===== config.mk =====
export PLATFORM = sky130hd
export DESIGN_NAME = go_back_n_arq_endpoint_core
export DESIGN_NICKNAME = d
export VERILOG_FILES = /design/src/hw/rtl/gbn_pkg.sv /design/src/hw/rtl/go_back_n_arq_endpoint_core.sv
export SDC_FILE = /design/constraint.sdc
export NUM_CORES = 1
export LEC_CHECK = 0
export BUFFER_PORTS_ARGS = -buffer_cell sky130_fd_sc_hd__buf_2
export CAP_MARGIN = 30
export CORE_MARGIN = 2
export CORE_UTILIZATION = 48
export CTS_CLUSTER_DIAMETER = 80
export DETAILED_ROUTE_END_ITERATION = 12
export PLACE_DENSITY_LB_ADDON = 0.05
export SYNTH_ARGS = -nofsm -noshare
export SYNTH_HDL_FRONTEND = slang
export SYNTH_SLANG_ARGS = --single-unit

===== constraint.sdc =====
create_clock -name aclk -period 9.09 [get_ports aclk]
set_clock_uncertainty 0.05 [all_clocks]
set_input_delay 1.3635 -clock aclk [delete_from_list [all_inputs] [get_ports aclk]]
set_output_delay 1.3635 -clock aclk [all_outputs]
set_load 0.02 [all_outputs]

===== src/hw/rtl/gbn_pkg.sv =====
// ---------------------------------------------------------------------------
// gbn_pkg: shared types and constants for the go-back-N ARQ endpoint
// Sequence arithmetic, item kinds, sequencer states and stream layouts.
// ---------------------------------------------------------------------------
package gbn_pkg;

    // Sequence space
    localparam int SEQ_W   = 3;
    localparam int SEQ_MOD = 8;
    localparam int MAX_SEQ = 7;
    localparam logic [SEQ_W-1:0] MAX_SEQ_V = SEQ_W'(MAX_SEQ);
    localparam logic [SEQ_W-1:0] SEQ_LAST  = SEQ_W'(SEQ_MOD - 1);

    // Word widths
    localparam int WORD_W = 32;
    localparam logic [WORD_W-1:0] MAX_WAIT_RST = WORD_W'(10);

    // Input stream layout
    localparam int S_TDATA_W = 104;
    localparam int S_TUSER_W = 3;

    // Result stream layout
    localparam int M_TDATA_W = 72;
    localparam int M_TUSER_W = 2;
    localparam int M_ARM_BIT = 70;
    localparam int M_TXF_HI  = 37;  // top bit of tx_seq, tx_ack, tx_payload

    // Item kinds carried in s_tuser[1:0]
    typedef enum logic [1:0] {
        KIND_SEND    = 2'd0,
        KIND_TIMEOUT = 2'd1,
        KIND_RX      = 2'd2
    } kind_t;

    // Sequencer states
    typedef enum logic [2:0] {
        ST_IDLE,
        ST_SEND,
        ST_ACK,
        ST_TO_RD,
        ST_TO_LD,
        ST_FIN,
        ST_OUT
    } state_t;

    // Advance a sequence number with wrap
    function automatic logic [SEQ_W-1:0] seq_inc(input logic [SEQ_W-1:0] x);
        logic [SEQ_W-1:0] r;
        if (x == SEQ_LAST) begin
            r = '0;
        end else begin
            r = x + SEQ_W'(1);
        end
        return r;
    endfunction

    // True when b lies in the circular window [a, c)
    function automatic logic in_window(input logic [SEQ_W-1:0] a,
                                       input logic [SEQ_W-1:0] b,
                                       input logic [SEQ_W-1:0] c);
        return ((a <= b) && (b < c)) || ((c < a) && (a <= b)) || ((b < c) && (c < a));
    endfunction

endpackage


===== src/hw/rtl/go_back_n_arq_endpoint_core.sv =====
// Sequence: a send request passes ST_SEND, ST_FIN and ST_OUT; a received frame
//   passes ST_ACK, retiring acknowledged frames there, then ST_FIN and ST_OUT.
// A new item is taken only in ST_IDLE, after the last result is taken; a timeout
//   event passes ST_TO_RD, ST_TO_LD and ST_OUT for each resent frame.
// Reset (aresetn low, synchronous): sequence state, send-time valid bits and
//   handshakes clear, max_wait returns to 10.
// ---------------------------------------------------------------------------
// go_back_n_arq_endpoint_core: go-back-N ARQ endpoint
// Sequencer over a frame store and send-time table; one shared age compare.
// ---------------------------------------------------------------------------
module go_back_n_arq_endpoint_core (
    input  logic                           aclk,
    input  logic                           aresetn,
    // Configuration: max_wait
    input  logic                           cfg_valid,
    output logic                           cfg_ready,
    input  logic [gbn_pkg::WORD_W-1:0]     cfg_data,
    // Input items
    input  logic                           s_tvalid,
    output logic                           s_tready,
    // now[31:0], send_payload[63:32], rx_seq[66:64], rx_ack[69:67],
    // rx_payload[101:70], zero[103:102]
    input  logic [gbn_pkg::S_TDATA_W-1:0]  s_tdata,
    // kind[1:0], rx_has_data[2]
    input  logic [gbn_pkg::S_TUSER_W-1:0]  s_tuser,
    // Results
    output logic                           m_tvalid,
    input  logic                           m_tready,
    // tx_seq[2:0], tx_ack[5:3], tx_payload[37:6], deliver_payload[69:38],
    // arm_timeout[70], zero[71]
    output logic [gbn_pkg::M_TDATA_W-1:0]  m_tdata,
    // tx_valid[0], deliver_valid[1]
    output logic [gbn_pkg::M_TUSER_W-1:0]  m_tuser,
    output logic                           m_tlast
);

    localparam int SW = gbn_pkg::SEQ_W;
    localparam int WW = gbn_pkg::WORD_W;

    gbn_pkg::state_t state_reg, state_next;

    logic [WW-1:0] max_wait_reg;
    logic [SW-1:0] nts_reg, nts_next;
    logic [SW-1:0] ae_reg, ae_next;
    logic [SW-1:0] fe_reg, fe_next;
    logic [SW-1:0] outst_reg, outst_next;
    logic [SW-1:0] cnt_reg, cnt_next;
    logic          started_reg, started_next;
    logic          tp_reg, tp_next;
    logic          check_reg, check_next;
    logic          last_reg, last_next;

    // Latched item
    logic [WW-1:0] now_reg, now_next;
    logic [WW-1:0] pay_reg, pay_next;
    logic          has_data_reg, has_data_next;
    logic [SW-1:0] rx_seq_reg, rx_seq_next;
    logic [SW-1:0] rx_ack_reg, rx_ack_next;

    // Pending result contents
    logic          res_tx_reg, res_tx_next;
    logic          res_del_reg, res_del_next;
    logic [SW-1:0] res_seq_reg, res_seq_next;

    // Output register
    logic                          m_tvalid_reg, m_tvalid_next;
    logic [gbn_pkg::M_TDATA_W-1:0] m_tdata_reg, m_tdata_next;
    logic [gbn_pkg::M_TUSER_W-1:0] m_tuser_reg, m_tuser_next;
    logic                          m_tlast_reg, m_tlast_next;

    // Frame store and send-time table
    logic [WW-1:0]      fs_mem [gbn_pkg::SEQ_MOD];
    logic [WW-1:0]      fs_rd_reg;
    logic               fs_we;
    logic [WW-1:0]      st_mem_reg [gbn_pkg::SEQ_MOD];
    logic [gbn_pkg::SEQ_MOD-1:0] st_vld_reg;
    logic               st_we;

    // Shared age compare
    logic [WW-1:0] st_sel;
    logic [WW-1:0] age;
    logic          arm_hit;
    logic [SW-1:0] tx_ack;

    gbn_pkg::kind_t in_kind;

    assign cfg_ready = 1'b1;
    assign m_tvalid  = m_tvalid_reg;
    assign m_tdata   = m_tdata_reg;
    assign m_tuser   = m_tuser_reg;
    assign m_tlast   = m_tlast_reg;
    assign in_kind   = gbn_pkg::kind_t'(s_tuser[1:0]);

    // Age of the oldest frame against max_wait
    assign st_sel  = st_vld_reg[ae_reg] ? st_mem_reg[ae_reg] : '0;
    assign age     = now_reg - st_sel;
    assign arm_hit = check_reg && started_reg && !tp_reg && (age > max_wait_reg);
    assign tx_ack  = fe_reg - SW'(1);

    // Configuration register
    always_ff @(posedge aclk) begin
        if (!aresetn) begin
            max_wait_reg <= gbn_pkg::MAX_WAIT_RST;
        end else if (cfg_valid && cfg_ready) begin
            max_wait_reg <= cfg_data;
        end
    end

    // Frame store: write on send, registered read at next_to_send
    always_ff @(posedge aclk) begin
        if (fs_we) begin
            fs_mem[nts_reg] <= pay_reg;
        end
        fs_rd_reg <= fs_mem[nts_reg];
    end

    // Send-time table with valid bits standing for the zero reset
    always_ff @(posedge aclk) begin
        if (st_we) begin
            st_mem_reg[nts_reg] <= now_reg;
        end
    end

    always_ff @(posedge aclk) begin
        if (!aresetn) begin
            st_vld_reg <= '0;
        end else if (st_we) begin
            st_vld_reg[nts_reg] <= 1'b1;
        end
    end

    // Control state
    always_ff @(posedge aclk) begin
        if (!aresetn) begin
            state_reg    <= gbn_pkg::ST_IDLE;
            nts_reg      <= '0;
            ae_reg       <= '0;
            fe_reg       <= '0;
            outst_reg    <= '0;
            cnt_reg      <= '0;
            started_reg  <= 1'b0;
            tp_reg       <= 1'b0;
            check_reg    <= 1'b0;
            last_reg     <= 1'b0;
            m_tvalid_reg <= 1'b0;
        end else begin
            state_reg    <= state_next;
            nts_reg      <= nts_next;
            ae_reg       <= ae_next;
            fe_reg       <= fe_next;
            outst_reg    <= outst_next;
            cnt_reg      <= cnt_next;
            started_reg  <= started_next;
            tp_reg       <= tp_next;
            check_reg    <= check_next;
            last_reg     <= last_next;
            m_tvalid_reg <= m_tvalid_next;
        end
    end

    // Payload registers
    always_ff @(posedge aclk) begin
        now_reg      <= now_next;
        pay_reg      <= pay_next;
        has_data_reg <= has_data_next;
        rx_seq_reg   <= rx_seq_next;
        rx_ack_reg   <= rx_ack_next;
        res_tx_reg   <= res_tx_next;
        res_del_reg  <= res_del_next;
        res_seq_reg  <= res_seq_next;
        m_tdata_reg  <= m_tdata_next;
        m_tuser_reg  <= m_tuser_next;
        m_tlast_reg  <= m_tlast_next;
    end

    // Sequencer: next state and outputs
    always_comb begin
        state_next    = state_reg;
        nts_next      = nts_reg;
        ae_next       = ae_reg;
        fe_next       = fe_reg;
        outst_next    = outst_reg;
        cnt_next      = cnt_reg;
        started_next  = started_reg;
        tp_next       = tp_reg;
        check_next    = check_reg;
        last_next     = last_reg;
        now_next      = now_reg;
        pay_next      = pay_reg;
        has_data_next = has_data_reg;
        rx_seq_next   = rx_seq_reg;
        rx_ack_next   = rx_ack_reg;
        res_tx_next   = res_tx_reg;
        res_del_next  = res_del_reg;
        res_seq_next  = res_seq_reg;
        m_tvalid_next = m_tvalid_reg;
        m_tdata_next  = m_tdata_reg;
        m_tuser_next  = m_tuser_reg;
        m_tlast_next  = m_tlast_reg;
        s_tready      = 1'b0;
        fs_we         = 1'b0;
        st_we         = 1'b0;

        case (state_reg)
            gbn_pkg::ST_IDLE: begin
                s_tready = 1'b1;
                if (s_tvalid) begin
                    // Latch the request and dispatch on its kind
                    now_next      = s_tdata[31:0];
                    has_data_next = s_tuser[2];
                    rx_seq_next   = s_tdata[66:64];
                    rx_ack_next   = s_tdata[69:67];
                    res_tx_next   = 1'b0;
                    res_del_next  = 1'b0;
                    res_seq_next  = '0;
                    check_next    = 1'b1;
                    pay_next      = s_tdata[101:70];
                    case (in_kind)
                        gbn_pkg::KIND_SEND: begin
                            pay_next   = s_tdata[63:32];
                            state_next = gbn_pkg::ST_SEND;
                        end
                        gbn_pkg::KIND_TIMEOUT: begin
                            tp_next  = 1'b0;
                            nts_next = ae_reg;
                            cnt_next = outst_reg;
                            if (outst_reg == '0) begin
                                state_next = gbn_pkg::ST_FIN;
                            end else begin
                                state_next = gbn_pkg::ST_TO_RD;
                            end
                        end
                        gbn_pkg::KIND_RX: begin
                            state_next = gbn_pkg::ST_ACK;
                        end
                        default: begin
                            // Unused kind: empty result, no age check
                            check_next = 1'b0;
                            state_next = gbn_pkg::ST_FIN;
                        end
                    endcase
                end
            end

            gbn_pkg::ST_SEND: begin
                // Store and emit a new frame if the window has room
                if (outst_reg < gbn_pkg::MAX_SEQ_V) begin
                    fs_we        = 1'b1;
                    st_we        = 1'b1;
                    outst_next   = outst_reg + SW'(1);
                    nts_next     = gbn_pkg::seq_inc(nts_reg);
                    started_next = 1'b1;
                    res_tx_next  = 1'b1;
                    res_seq_next = nts_reg;
                end
                state_next = gbn_pkg::ST_FIN;
            end

            gbn_pkg::ST_ACK: begin
                // Retire one acknowledged frame per cycle, then check delivery
                if ((outst_reg != '0) && gbn_pkg::in_window(ae_reg, rx_ack_reg, nts_reg)) begin
                    outst_next = outst_reg - SW'(1);
                    ae_next    = gbn_pkg::seq_inc(ae_reg);
                end else begin
                    if (has_data_reg && (rx_seq_reg == fe_reg)) begin
                        fe_next      = gbn_pkg::seq_inc(fe_reg);
                        res_del_next = 1'b1;
                    end
                    state_next = gbn_pkg::ST_FIN;
                end
            end

            gbn_pkg::ST_TO_RD: begin
                // Restamp the frame and read its payload
                st_we        = 1'b1;
                res_seq_next = nts_reg;
                nts_next     = gbn_pkg::seq_inc(nts_reg);
                cnt_next     = cnt_reg - SW'(1);
                state_next   = gbn_pkg::ST_TO_LD;
            end

            gbn_pkg::ST_TO_LD: begin
                // Load a resent frame; the final one carries the age check
                last_next     = (cnt_reg == '0);
                m_tvalid_next = 1'b1;
                m_tlast_next  = (cnt_reg == '0);
                m_tuser_next  = 2'b01;
                m_tdata_next  = {1'b0, ((cnt_reg == '0) && arm_hit), WW'(0),
                                 fs_rd_reg, tx_ack, res_seq_reg};
                if ((cnt_reg == '0) && arm_hit) begin
                    tp_next = 1'b1;
                end
                state_next = gbn_pkg::ST_OUT;
            end

            gbn_pkg::ST_FIN: begin
                // Load the final result of a single-result item
                last_next     = 1'b1;
                m_tvalid_next = 1'b1;
                m_tlast_next  = 1'b1;
                m_tuser_next  = {res_del_reg, res_tx_reg};
                m_tdata_next  = {1'b0, arm_hit,
                                 (res_del_reg ? pay_reg : WW'(0)),
                                 (res_tx_reg ? pay_reg : WW'(0)),
                                 (res_tx_reg ? tx_ack : SW'(0)),
                                 (res_tx_reg ? res_seq_reg : SW'(0))};
                if (arm_hit) begin
                    tp_next = 1'b1;
                end
                state_next = gbn_pkg::ST_OUT;
            end

            gbn_pkg::ST_OUT: begin
                // Hold the result until taken
                if (m_tready) begin
                    m_tvalid_next = 1'b0;
                    if (last_reg) begin
                        state_next = gbn_pkg::ST_IDLE;
                    end else begin
                        state_next = gbn_pkg::ST_TO_RD;
                    end
                end
            end

            default: begin
                state_next = gbn_pkg::ST_IDLE;
            end
        endcase
    end

endmodule


==> summary.md, run 1 <==
| Metric | Value |
|---|---|
| Worst-path clk slew | 60 ps |
| DR vias | 17.4k |
| Worst-path fanout max | 42 |
| Critical path cell sequence | buf_16 > buf_4 > mux4_2 > mux2i_1 > or2_2 > ha_1 > and3_1 > and3_1 > a221oi_1 > nor2_1 > a311oi_2 > o21ai_1 > xnor2_1 > ha_1 > nand4_1 > or2_2 > nor4_1 > nand4_1 > nand3_1 > nor2_1 |
| Clock latency on the worst-skew pair | 630 ps |
| WL/cell | 23.6 µm |
| Cells after Synth | 1,927 |
| Synth Area per Inst | 15.9 µm² |
| Cell Pwr Density | 272 nW/µm² |
| Final Power | 9.68 mW |
| Die height | 256 µm |
| CTS HTree Levels | 3 |
| F_max | 158 MHz |
| Synth Flop Type | edfxtp_1 |
| CTS resizes | 0 |
| CP startpoint kind | register |
| Initial Utilization | 48.5% |
| Crit. End Element | register |
| GRT overflow | 0 |
| Final slew viol count | 0 |
| Vias in the first global route | 17.8k |
| Die area | 65,700 µm² |
| Cell area after layout | 35,600 µm² |
| Max_cap viols | 0 |
| Dpl hpwl | 42.4 mm |
| Mapped Nets | 2,153 |
| Num CTS Buffers | 81 |
| Root Buffer | clkbuf_16 |
| Max Root-Sink Buffers | 3 |
| Rel. slew slack | 30.6% |
| Post-CTS Setup Inserts | 0 |
| # IOs | 222 |
| Pre-antenna DRT Iters | 5 |
| FFs w/ async S/R, synth | 0% |
| Worst path max stage delay | 580 ps |
| Post-synthesis cell type count | 70 |
| Via-per-instance ratio | 5.64 |
| Placement Cell Area | 32,800 µm² |
| Tcrit/Tclk final | 69.4% |
| Initial antenna violation count | 0 |
| Hold path depth | 2 |
| Final Util | 56.5% |
| Worst IR drop on VDD | 0.241 mV |
| Seq/Total Area, Yosys | 71.5% |
| Tot GR Track Use | 22.2% |
| Chip width | 256 µm |
| CTS tree | done |
| Worst path slowest cell | nor4_1 |
| Lkg Pwr | 12.3 nW |
| Hold_buf cts | 0 |
| Hold Path End | fs_rd_reg[15] |
| Worst r2r dst | m_tdata[70] |
| Initial DRC Count | 1,400 |
| Diode count | 0 |
| RSZ-0062 raised after global routing | no |
| Core box area | 63,000 µm² |
| Largest net degree at the start of global routing | 70 |
| Worst reg2reg setup slack | 2780 ps |
| Post-Syn Area | 30,600 µm² |
| Finish-stage setup viols | 0 |
| Post-synth EDFFs | 662 |
| Worst setup margin | 2780 ps |
| Post-route DRC | 0 |
| Reg2Reg Depth | 20 |
| WP data arrival | 6620 ps |
| Yosys reg bits | 760 |
| Nets | 2,398 |
| Setup TNS | 0 ps |
| Share of layout cells above drive strength 1 | 24.4% |
| Yosys warns | 0 |
| FP Rows | 92 |
| Area delta synth->final | 16.3% |
| Setup Crit Path Kind | register to register |
| Final hold violations | 0 |
| Post-route ant nets | 0 |
| Post-Route WL | 72.7 mm |
| Port Buffers | 217 |
| Final critical-path required period | 6310 ps |
| Outcome | finished clean |
| Pre-CTS WS | 2380 ps |
| HP Class | register to register |
| Sink Count | 760 |
| CP required | 9400 ps |
| Placer Congestion | 0.810 |
| Min-delay src | fs_mem[7][15] |
| First-pass GRT wire length | 110 mm |
| Tightest Pin Transition | 1040 ps |
==> per-stage QoR <==
stage                     instances  hold slack [ps]
after floorplan                1927              382
after global placement         2930              395
after detailed placement       2933              408
after CTS                      3082              422
after global routing           3084              442
final                          3084              417
==> logic make-up (layout without fill, tap and decap cells) <==
logic type / after synthesis / count (layout) / share of synthesized area, %
muxes: 170 / 170 / 8.40
DFF: 760 / 760 / 71.5
AOI/OAI and AO/OA: 327 / 327 / 7.36
other: 2 / 2 / 0.0246
adders and majority gates: 83 / 83 / 3.44
xor gates and xnor gates: 30 / 30 / 0.860
buffers and inverters: 151 / 462 / 1.92
and+or+nand+nor: 404 / 404 / 6.56
==> synth_stat cells (9+ instances only) <==
cell / instances / share of area [%]
a21o_1: 30 / 0.74
a21oi_1: 46 / 0.75
a22oi_1: 128 / 3.1
and2_1: 37 / 0.76
and3_1: 13 / 0.27
buf_1: 9 / 0.11
clkbuf_1: 70 / 0.86
dfxtp_1: 98 / 6.4
edfxtp_1: 662 / 65
ha_1: 80 / 3.3
inv_1: 60 / 0.74
mux2_2: 32 / 1.2
mux2i_1: 72 / 2.4
mux4_2: 66 / 4.9
nand2_1: 92 / 1.1
nand2b_1: 15 / 0.31
nand3_1: 13 / 0.21
nand4_1: 40 / 0.82
nor2_1: 114 / 1.4
nor2b_1: 11 / 0.23
nor3_1: 14 / 0.23
o211ai_1: 10 / 0.25
o21ai_0: 59 / 0.97
or2_2: 33 / 0.68
xnor2_1: 18 / 0.52
xor2_1: 12 / 0.34
==> power by group <==
part / total (mW) / switching (mW) / internal [mW]
Combinational: 1.83 / 1.16 / 0.668
Sequential: 4.54 / 0.240 / 4.30
Clock: 3.31 / 1.34 / 1.97
Total: 9.68 / 2.74 / 6.94
==> layer usage <==
metal | GRT usage, % | vias up | wire [µm]
met5 | 0 | - | 0
met4 | 6.27 | 0 | 1370
met3 | 4.28 | 84 | 4990
met2 | 34.3 | 515 | 33200
met1 | 32.4 | 8842 | 33200
li1 | - | 7966 | -
==> cells in the final DEF (no fill, tap or decap), drive strengths merged, types with 4 or more instances in the layout <==
cell type,n
nor2b,11
mux4,66
a22oi,128
a31oi,4
o211ai,10
or2,34
bufinv,8
or3,6
and3,13
nand4,40
nor2,114
ha,80
dfxtp,98
xnor2,18
mux2i,72
nand3,13
nor3,14
o21a,6
o21ai,62
a21oi,48
edfxtp,662
inv,65
xor2,12
a211oi,8
a21o,32
mux2,32
nand2,92
clkbuf,112
buf,252
clkinv,22
nand2b,15
and2,38
==> layout make-up <==
class,count,area [µm²]
flip-flops and latches,760,21800
multi-input cells,1016,8300
clock buffers,112,2240
clock inverters,37,438
fillers,5061,27400
well taps,846,1060
repair buffers,252,1440
inverters,61,231
==> critical path, delay by kind of cell (launching register included) <==
family	cells	cell delay (ps)
buf+inv	2	660
simple gates	10	2370
flops	1	360
mux	2	680
xor+xnor	1	160
compound gates	3	1160
fa+ha+maj	2	570
==> worst max path at each step <==
stage                     slack, ps  cells past startpoint           to      from
after floorplan                4120                     20  m_tdata[70]  register
after global placement         2400                     19  m_tdata[70]  register
after detailed placement       2380                     19  m_tdata[70]  register
after CTS                      2340                     19  m_tdata[70]  register
after global routing           2350                     20  m_tdata[70]  register
final                          2780                     20  m_tdata[70]  register
Power figures use the tool's default switching activity.
==> run 2, diff against run 1 <==
Settings changed: ABC_AREA from default to 1.
Clock period 9.09 ns to 6.51 ns, I/O delays scaled along.
==> run 2 against run 1 <==
Effect of this change: area after synthesis rose by 2.7%; worst hold slack got worse by 5.2 ps; total power rose by 61%; via count is 15% higher; fmax rose by 23%; routed wire length up 7.6%; critical path depth increased by 4.
==> summary.md, run 2 <==
| Metric | Value |
|---|---|
| Post-Route WL | 78.3 mm (+7.6%) |
| Fill cells | 5,430 (+7.3%) |
| Cells after Synth | 2,543 (+32%) |
| Yosys reg bits | 760 (unchanged) |
| WL/cell | 21.2 µm (-10%) |
| Comb pwr share | 27.3% (+8.4 points) |
| Multi-input gate area | 8480 µm² (+2.2%) |
| Placed cell count | 3,548 (+21%) |
| Post-route ant nets | 0 (unchanged) |
| Setup Crit Path Kind | register to register |
| Placer Congestion | 0.903 (+11%) |
| P_sw | 5.21 mW (+90%) |
| Root Buffer | clkbuf_16 |
| RSZ-0062 raised after global routing | no |
| First-pass GRT wire length | 119 mm (+8.7%) |
| Clock latency on the worst-skew pair | 630 ps (about the same) |
| Most used cell, CP | nand2_1 |
| Count leader, synth | edfxtp_1 |
| Biggest area consumer among synthesized cells | edfxtp_1 |
| Tot GR Track Use | 23.4% (+1.2 points) |
| Worst path max stage delay | 520 ps (-60 ps) |
| Largest net degree at the start of global routing | 81 (+16%) |
| Hold_buf cts | 0 (unchanged) |
| Clk pwr share | 28.8% (-5.4 points) |
| Num CTS Buffers | 82 (+1.2%) |
| Pre-antenna DRT Iters | 5 (unchanged) |
| Diode count | 0 (unchanged) |
| Worst path slowest cell | inv_2 |
| Post-Syn Area | 31,400 µm² (+2.7%) |
| Critical path cell sequence | inv_2 > buf_4 > nor2_1 > o22ai_1 > nand2_1 > nand2_1 > nand2_1 > fa_1 > nand2_1 > nand2_1 > o21ai_0 > inv_1 > nand3_1 > nand2_1 > nand3_1 > nand2_1 > xor2_1 > ha_1 > nand2_1 > nor2_1 > nand4_1 > nor2_1 > a21oi_1 > and3_1 |
| Setup TNS | 0 ps (unchanged) |
| Port Buffers | 217 (unchanged) |
| CTS tree | done |
| Sw Ratio | 33.5% (+5.1 points) |
| Mapped Nets | 2,769 (+29%) |
| Die height | 260 µm (+1.3%) |
| Worst IR drop on VDD | 0.246 mV (+2.2%) |
| Worst-path fanout max | 50 (+19%) |
| Outcome | finished clean |
| Vias in the first global route | 20.1k (+13%) |
| Highest-count cells in the layout ignoring fill and taps | edfxtp_1, nand2_1, nor2_1 |
| Max Root-Sink Buffers | 3 (unchanged) |
| Post-synthesis cell type count | 56 (-20%) |
| Post-route DRC | 0 (unchanged) |
| FP Rows | 93 (+1.1%) |
| Tcrit/Tclk final | 78.7% (+9.2 points) |
| Core box area | 64,600 µm² (+2.6%) |
| Buf/Inv on CP | 3 (+1) |
| Share of the synthesized area in the top cell type | 63.3% (-1.7 points) |
| Crit. End Element | register |
| Die area | 67,500 µm² (+2.6%) |
| # IOs | 222 (unchanged) |
| Synth Flop Type | edfxtp_1 |
| CP startpoint kind | register |
| Worst setup margin | 1390 ps (-1390 ps) |
| Share of power burned in registers | 43.9% (-3.0 points) |
| FFs w/ async S/R, synth | 0% (unchanged) |
| Synth Area per Inst | 12.3 µm² (-22%) |
| Finished Layout Cells | 3,699 (+20%) |
| Yosys warns | 0 (unchanged) |
| Share of layout cells above drive strength 1 | 17.8% (-6.6 points) |
| Lkg Pwr | 13.3 nW (+8.6%) |
| WP data arrival | 5440 ps (-1180 ps) |
| Cell Pwr Density | 431 nW/µm² (+58%) |
| Tightest Pin Transition | 970 ps (-70.5 ps) |
| Area delta synth->final | 15.2% |
| Dpl hpwl | 46.5 mm (+9.8%) |
| Pre-CTS WS | 1350 ps (-1030 ps) |
| Chip width | 260 µm (+1.3%) |
| CTS resizes | 0 (unchanged) |
| Finish-stage setup viols | 0 (unchanged) |
| CP required | 6830 ps (-2570 ps) |
| Via-per-instance ratio | 5.39 (-4.5%) |
| F_max | 195 MHz (+23%) |
| HP Class | register to register |
| GRT overflow | 0 (unchanged) |
| Final hold violations | 0 (unchanged) |
| Largest cells by area after synthesis | edfxtp_1, dfxtp_1, nand2_1, o21ai_0, nor2_1 |
| Register area | 21,800 µm² (about the same) |
| Commonest non-fill, non-tap cell in the layout | edfxtp_1 |
| DR vias | 19.9k (+15%) |
| CP delay by family, top | simple AND/OR/NAND/NOR gates |
| Min-delay src | st_vld_reg[7] |
| Seq/Total Area, Yosys | 69.6% (-1.9 points) |
| CTS HTree Levels | 3 (unchanged) |
| Sink Count | 760 (unchanged) |
| Final critical-path required period | 5120 ps (-1190 ps) |
| Pint | 10.4 mW (+49%) |
| Initial Utilization | 48.6% (+0.059 points) |
| Nets | 3,003 (+25%) |
| Initial antenna violation count | 2 (+2) |
| Post-CTS Setup Inserts | 0 (unchanged) |
| Final slew viol count | 0 (unchanged) |
| Initial DRC Count | 1,555 (+11%) |
| Post-synth EDFFs | 662 (unchanged) |
| Max_cap viols | 0 (unchanged) |
| Worst-path clk slew | 60 ps (about the same) |
| Rel. slew slack | 35.3% (+4.7 points) |
| Synth cell count leaders | edfxtp_1, nand2_1, nor2_1 |
## run 2: cell types whose count changed in the layout (fill, tap and decap cells not counted), sizes merged, moves of 23 or more
cell    delta
a21o      -23
a21oi     +61
a221oi    +23
a22oi     -82
and2      -38
inv      +115
mux2i     -72
mux4      -66
nand2    +343
nand3     +31
nor2     +165
o21ai    +186
o22ai     +62
or2       -33
## run 2: final cells by class
type / instances / share of cell area, %
inverters: 181 / 1.90
clock buffers: 120 / 6.56
repair buffers: 254 / 3.94
clock inverters: 31 / 0.782
flip-flops and latches: 760 / 60.4
multi-input cells: 1498 / 23.5
well taps: 855 / 2.96
## run 2: worst register-to-register path, stage by stage, from the launching register on
cell     delay [ps]
dfxtp_4         500
inv_2           560
buf_4           420
nor2_1           80
o22ai_1         170
nand2_1          60
nand2_1          90
nand2_1          90
fa_1            510
nand2_1          90
nand2_1          50
o21ai_0         190
inv_1           120
nand3_1          90
nand2_1         140
nand3_1         110
nand2_1         100
xor2_1          160
ha_1            270
nand2_1          60
nor2_1          130
nand4_1         160
nor2_1          320
a21oi_1         140
and3_1          210
## run 2: stage by stage
stage                     utilization [%]  total power, mW  hold slack (ps)  area [µm²]
after CTS                            56.0             15.7              407       36200
final                                56.0             15.6              411       36200
after floorplan                         -             9.75              378       31400
after detailed placement             51.9             11.2              395       33500
after global placement               51.8             11.1              384       33500
after global routing                 56.0             16.5              421       36200
## run 2: cell families after synthesis
family | synth area share (%)
simple gates | 10.7
flops | 69.6
compound gates | 10.5
buf+inv | 3.83
fa+ha+maj | 3.32
mux | 1.15
xor+xnor | 0.865
other cells | 0.0239
## run 2: power by group through the flow
stage | Sequential [mW] | Clock (mW) | Combinational (mW)
after global routing | 6.92 | 4.76 | 4.80
final | 6.83 | 4.48 | 4.26
after CTS | 6.84 | 4.57 | 4.32
after floorplan | 6.92 | 0 | 2.83
after detailed placement | 6.93 | 0 | 4.29
after global placement | 6.91 | 0 | 4.24
## run 2: final timing paths
| check | endpoint | slack, ps | depth (start not counted) |
|---|---|---|---|
| setup / recovery | m_tdata[70] | 1390 | 24 |
| hold / removal | st_vld_reg[7] | 410 | 1 |
| setup reg to reg | m_tdata[70] | 1390 | 24 |
| hold reg to reg | st_vld_reg[7] | 410 | 1 |
## run 2: routing by layer
metal | wire length (µm) | track usage, % | up-vias
li1 | - | - | 9560
met1 | 33200 | 30.4 | 9736
met2 | 39100 | 40.5 | 503
met3 | 3800 | 3.65 | 133
met4 | 2120 | 7.25 | 0
met5 | 0 | 0 | -
